===== src/lir4_hist_mem.sv =====
// Per-channel history memory: one row holds four past inputs and four past outputs.
// Registered read with write-to-read bypass; row valid bits make unwritten rows read zero.
`timescale 1ns / 1ps

module lir4_hist_mem #(
   parameter int DEPTH  = 8,
   parameter int ADDR_W = 3,
   parameter int ROW_W  = 192
) (
   input  logic              clock,
   input  logic              reset,
   input  logic              rd_en,
   input  logic [ADDR_W-1:0] rd_addr,
   output logic [ROW_W-1:0]  rd_row,
   input  logic              wr_en,
   input  logic [ADDR_W-1:0] wr_addr,
   input  logic [ROW_W-1:0]  wr_row
);

   logic [ROW_W-1:0] mem [DEPTH];
   logic [DEPTH-1:0] row_valid_ff;
   logic [ROW_W-1:0] rd_data_ff;
   logic             rd_valid_ff;
   logic             bypass;

   assign bypass = wr_en && (wr_addr == rd_addr);

   // Storage and read data register
   always_ff @(posedge clock) begin
      if (wr_en) begin
         mem[wr_addr] <= wr_row;
      end
      if (rd_en) begin
         rd_data_ff <= bypass ? wr_row : mem[rd_addr];
      end
   end

   // Row valid bits: a row never written since reset reads as zero
   always_ff @(posedge clock) begin
      if (reset) begin
         row_valid_ff <= '0;
         rd_valid_ff  <= 1'b0;
      end else begin
         if (wr_en) begin
            row_valid_ff[wr_addr] <= 1'b1;
         end
         if (rd_en) begin
            rd_valid_ff <= bypass || row_valid_ff[rd_addr];
         end
      end
   end

   assign rd_row = rd_valid_ff ? rd_data_ff : '0;

endmodule


===== config.mk =====
export PLATFORM = sky130hd
export DESIGN_NAME = lir4_hist_mem
export DESIGN_NICKNAME = d
export VERILOG_FILES = /design/src/lir4_hist_mem.sv
export SDC_FILE = /design/constraint.sdc
export NUM_CORES = 1
export LEC_CHECK = 0
export BUFFER_PORTS_ARGS = -buffer_cell sky130_fd_sc_hd__buf_2
export CAP_MARGIN = 20
export CORE_MARGIN = 2
export CORE_UTILIZATION = 55
export CTS_BUF_LIST = sky130_fd_sc_hd__clkbuf_8
export CTS_CLUSTER_DIAMETER = 120
export CTS_CLUSTER_SIZE = 14
export DETAILED_ROUTE_END_ITERATION = 7
export PLACE_DENSITY_LB_ADDON = 0.05
export SLEW_MARGIN = 5
export SYNTH_ARGS = -nofsm -noshare
export SYNTH_HDL_FRONTEND = slang
export SYNTH_SLANG_ARGS = --single-unit

===== constraint.sdc =====
create_clock -name clock -period 23.9 [get_ports clock]
set_input_delay 1.195 -clock clock [delete_from_list [all_inputs] [get_ports clock]]
set_output_delay 1.195 -clock clock [all_outputs]
set_load 0.05 [all_outputs]

==> results of run 1 <==
==> state kept, by name, indices dropped and copies added, names as in the netlist <==
register / cells
rd_valid_ff: 1
rd_data_ff: 192
row_valid_ff: 8
mem: 1536
==> cell usage in the layout, fill, tap and decap left out, drive strengths merged <==
master	n
clkinvlp	4
edfxtp	1728
mux2	384
nor3b	1
nand4	1
nor4bb	2
diode	16
and2	192
a311oi	1
clkinv	1
buf	446
and4b	2
mux2i	1
nor2	12
xnor2	3
nand2	2
nor3	1
dfxtp	9
mux4	386
o21ba	3
nor4b	1
clkbuf	150
inv	7
==> power breakdown <==
group          internal [mW]  switching [mW]  leakage [nW]
Sequential              3.48          0.0294          15.9
Combinational          0.183           0.247          6.95
Clock                  0.565           0.896          1.12
Total                   4.23            1.17          24.0
==> layer usage <==
metal	part of all wire	vias to the layer above	GRT usage
met1	0.40	16349	0.313
met3	0.064	243	0.0468
met2	0.51	880	0.397
met4	0.021	44	0.0599
li1	-	12753	-
met5	0.0019	-	0
==> worst max-delay path: stages <==
cell and delay, ns:
buf_8 0.39, buf_4 0.72, buf_4 0.82, buf_4 0.92, mux4_2 0.61, mux2_2 0.27
mux2_2 0.26
==> area by class of cell <==
cell class              count  area [sq um]  area share
clock inverters            12          77.6     0.00106
flip-flops and latches   1737         52100       0.710
repair buffers            446          2500      0.0341
multi-input cells         992         14600       0.199
clock buffers             150          2060      0.0281
diodes                     16          40.0    0.000546
well taps                1625          2030      0.0277
==> worst max path at each step <==
stage,from,endpoint,slack [ns],cells past startpoint
after global routing,rd_addr[0],rd_data_ff[126],18.73,7
after CTS,rd_addr[0],rd_data_ff[126],19.05,7
final,rd_addr[0],rd_data_ff[169],19.16,7
after detailed placement,rd_addr[0],rd_data_ff[175],18.10,7
after global placement,rd_addr[0],rd_data_ff[164],18.21,7
after floorplan,wr_addr[0],mem[0][0],1.47,2
==> cell usage after synthesis <==
cell / count / area share
edfxtp_1: 1728 / 0.77
mux4_2: 386 / 0.13
mux2_2: 356 / 0.059
and2_1: 192 / 0.018
clkbuf_1: 63 / 0.0035
buf_6: 38 / 0.0063
buf_2: 31 / 0.0023
mux2_4: 28 / 0.0062
buf_1: 22 / 0.0012
nor2_1: 12 / 0.00067
dfxtp_1: 9 / 0.0027
o21ba_2: 3 / 0.00044
xnor2_1: 3 / 0.00039
and4b_1: 2 / 0.00030
nand2_1: 2 / 0.00011
nor4bb_1: 2 / 0.00030
a311oi_1: 1 / 0.00013
mux2i_1: 1 / 0.00015
nand4_1: 1 / 0.000093
nor3_1: 1 / 0.000074
nor3b_1: 1 / 0.00011
nor4b_1: 1 / 0.00013
==> cells by family (layout without fill, tap and decap cells) <==
group,Yosys count,count (layout),synth area share
flip-flops,1737,1737,0.772
multiplexers,771,771,0.195
AND/OR/NAND/NOR,214,214,0.0196
buffers and inverters,154,608,0.0134
AO/OA/AOI/OAI,4,4,0.000575
XOR/XNOR,3,3,0.000389
other,0,16,0
==> flow_summary.yaml, run 1 <==
sta:
  layout_setup_ws_ns: 19.16
  maxSlewHeadroom: 0.286
  fin_crit_ns: 4.74
  post-route-period-util: 0.198
  drv_slew: 0
  skew_ns: 0.0197
  max_freq_mhz: 211
  tns_ns: 0
  setup_violations: 0
  rsz0062_at_grt: "false"
  finalHoldViolations: 0
  worst-slew-pin-transition_ns: 1.07
  holdWs_ns: 0.483
floorplanning:
  io_pins: 394
  chipWidth_microns: 354
  rows: 128
  die_h_microns: 354
  core_area_sq_um: 122000
  floorplan.initialDensity: 0.554
  die_area_sq_um: 126000
clocking:
  cts_tree: "yes"
  post_cts_resized: 0
  cts_setup_buffers: 0
  cts_hold_buf: 0
  cts_buffers: 142
  clk_pin_slew_worst_paths_ns: 0.10
  htreeDepth: 4
  clockBufferDepth: 3
  clk_latency_ns: 0.85
  cts_root_buffer: "clkbuf_8"
  clock-sinks: 1737
setup_path:
  cp_max_fo: 48
  r2r_start: "mem[3][85]"
  crit_required_ns: 24.50
  crit_type: "input pin to flop"
  endpoint_kind: "flop"
  cp.arrival_ns: 5.34
  worstReg2RegEnd: "rd_data_ff[85]"
  worst_r2r_path_depth: 3
  critPathLaunchType: "input pin"
  r2r_slack_ns: 22.24
place:
  place_area_sq_um: 71200
  place_congestion: 0.722
  hpwl_microns: 74900
  pre_cts_ws_ns: 18.10
  io_buffers: 393
  dp.cells: 4800
power:
  peakVddDrop_uv: 57.4
  p_per_area_nw_per_um2: 73.6
  leakagePower_nw: 24.0
  p_total_mw: 5.40
global_routing:
  antenna_found_initial: 52
  grt-ovfl-total: 0
  grt_pass1_wl_microns: 214000
  grt_pass1_vias: 32615
  grt_usage: 0.234
  grt_start_max_net_pins: 146
synthesis:
  synth-seq-cells: 1737
  synth.yosys.warnings: 0
  syn-cell-area_sq_um: 67500
  synth_area_per_cell_sq_um: 23.4
  synth_fp_nets: 3085
  netlist-cell-type-count: 22
  ys_seq_area_frac: 0.772
  syn_inst: 2883
worst_hold_path:
  hold_class: "flop to flop"
  hold_depth: 2
  whs_endpoint: "row_valid_ff[2]"
  worstHoldStart: "row_valid_ff[2]"
drt:
  drc: 0
  drtPass1Iterations: 8
  wl_per_cell_microns: 29.1
  drtAntennaViolNets: 0
  initialDrtViolationCount: 2543
  via_per_inst: 6.08
  dr_total_vias: 30269
  totalWireLength_microns: 145000
layout:
  fin_util: 0.603
  drive_gt1_frac: 0.415
  postLayoutCellArea_sq_um: 73400
  layout.nets: 3521
  finalNonFillerCells: 4978
  areaGrowthSynthToFinish_pct: 8.71
  fill_cells: 8617
run:
  cap_viol_max_count: 0
outcome:
  status: "completed"
Power figures use the tool's default switching activity.
==> run 2, diff against run 1 <==
==> constraint.sdc (replaced) <==
create_clock -name clock -period 4.5 [get_ports clock]
set_input_delay 0.225 -clock clock [delete_from_list [all_inputs] [get_ports clock]]
set_output_delay 0.225 -clock clock [all_outputs]
set_load 0.05 [all_outputs]
==> flow_summary.yaml, run 2 (synthesis gave the netlist of run 1 again) <==
setup_path:
  crit_required_ns: 4.28
  worst_r2r_path_depth: 3
  cp_max_fo: 67
  cp.arrival_ns: 2.94
  critPathLaunchType: "flop"
  endpoint_kind: "primary output"
  crit_type: "flop to primary output"
layout:
  areaGrowthSynthToFinish_pct: 12.4
  largest_reg_flops: 1536
  final_common_cell: "edfxtp_1"
  finalNonFillerCells: 5193
  fill_cells: 8378
  drive_gt1_frac: 0.394
  fin_util: 0.623
  reg.largest.list: "mem (1536), rd_data_ff (192), row_valid_ff (8)"
  layout.nets: 3731
  layout_common_cells: "edfxtp_1 (1728), buf_2 (389), mux4_2 (386), mux2_2 (356), dlygate4sd3_1 (200)"
  regMostFlops: "mem"
  postLayoutCellArea_sq_um: 75800
place:
  place_area_sq_um: 71600
  pre_cts_ws_ns: 1.67
  io_buffers: 393
  dp.cells: 4810
  hpwl_microns: 75100
  place_congestion: 0.749
floorplanning:
  io_pins: 394
  die_area_sq_um: 126000
  core_area_sq_um: 122000
  floorplan.initialDensity: 0.554
  rows: 128
  chipWidth_microns: 354
  die_h_microns: 354
drt:
  dr_total_vias: 30919
  drtAntennaViolNets: 0
  totalWireLength_microns: 146000
  initialDrtViolationCount: 2477
  drc: 0
  drtPass1Iterations: 5
  via_per_inst: 5.95
  wl_per_cell_microns: 28.2
global_routing:
  grt_pass1_wl_microns: 217000
  grt_usage: 0.235
  grt-ovfl-total: 0
  grt_start_max_net_pins: 120
  grt_pass1_vias: 33448
  antenna_found_initial: 23
clocking:
  cts_tree: "yes"
  cts_setup_buffers: 0
  cts_hold_buf: 200
  cts_root_buffer: "clkbuf_8"
  clk_latency_ns: 0.85
  clk_pin_slew_worst_paths_ns: 0.09
  clock-sinks: 1737
  htreeDepth: 4
  cts_buffers: 142
  clockBufferDepth: 3
  post_cts_resized: 0
sta:
  finalHoldViolations: 0
  max_freq_mhz: 316
  layout_setup_ws_ns: 1.33
  setup_violations: 0
  skew_ns: 0.0399
  post-route-period-util: 0.704
  holdWs_ns: 0.193
  fin_crit_ns: 3.17
  drv_slew: 0
  rsz0062_at_grt: "false"
  worst-slew-pin-transition_ns: 1.04
  tns_ns: 0
  maxSlewHeadroom: 0.309
worst_hold_path:
  hold_depth: 2
  hold_class: "input pin to flop"
power:
  p_per_area_nw_per_um2: 381
  p_total_mw: 28.9
  peakVddDrop_uv: 286
  leakagePower_nw: 25.0
outcome:
  status: "completed"
run:
  cap_viol_max_count: 0
==> run 2: cell types whose count changed in the layout (fill, tap and decap cells not counted), moves of 3 or more <==
cell           before  now
clkbuf_8          150  145
buf_12              6   35
buf_4              46   28
dlygate4sd3_1       0  200
inv_6               1    4
==> run 2: critical path, cell delays in order, from the launching register on <==
cell and delay [ns]:
dfxtp_4 1.04, buf_4 0.45, and2_1 0.28, buf_2 0.30
==> run 2: layout make-up <==
cell class | instances | area, sq um | area share
multi-input combinational | 992 | 14600 | 0.193
clock buffer | 145 | 2000 | 0.0263
timing repair buffer | 656 | 4920 | 0.0649
sequential | 1737 | 52100 | 0.687
tap | 1625 | 2030 | 0.0268
antenna | 17 | 42.5 | 0.000561
clock inverter | 21 | 149 | 0.00196
==> run 2: routing by layer <==
| metal | track usage | vias to the layer above | share of wire |
|---|---|---|---|
| met5 | 0 | - | 0.00070 |
| met4 | 0.0542 | 16 | 0.017 |
| met3 | 0.0445 | 183 | 0.062 |
| met2 | 0.395 | 894 | 0.51 |
| met1 | 0.324 | 16636 | 0.42 |
| li1 | - | 13190 | - |
==> run 2: report_power, final <==
group / switching [mW] / internal, mW / total, mW
registers: 0.164 / 18.5 / 18.6
clock network: 4.81 / 2.94 / 7.75
logic: 1.37 / 1.12 / 2.48
total: 6.34 / 22.5 / 28.9
==> run 2: path summary, 6_finish.rpt <==
check	startpoint	endpoint	slack, ns
max	rd_valid_ff	rd_row[55]	1.33
min reg2reg	row_valid_ff[3]	row_valid_ff[3]	0.49
min	wr_row[92]	mem[6][92]	0.19
max reg2reg	mem[2][71]	rd_data_ff[71]	2.81
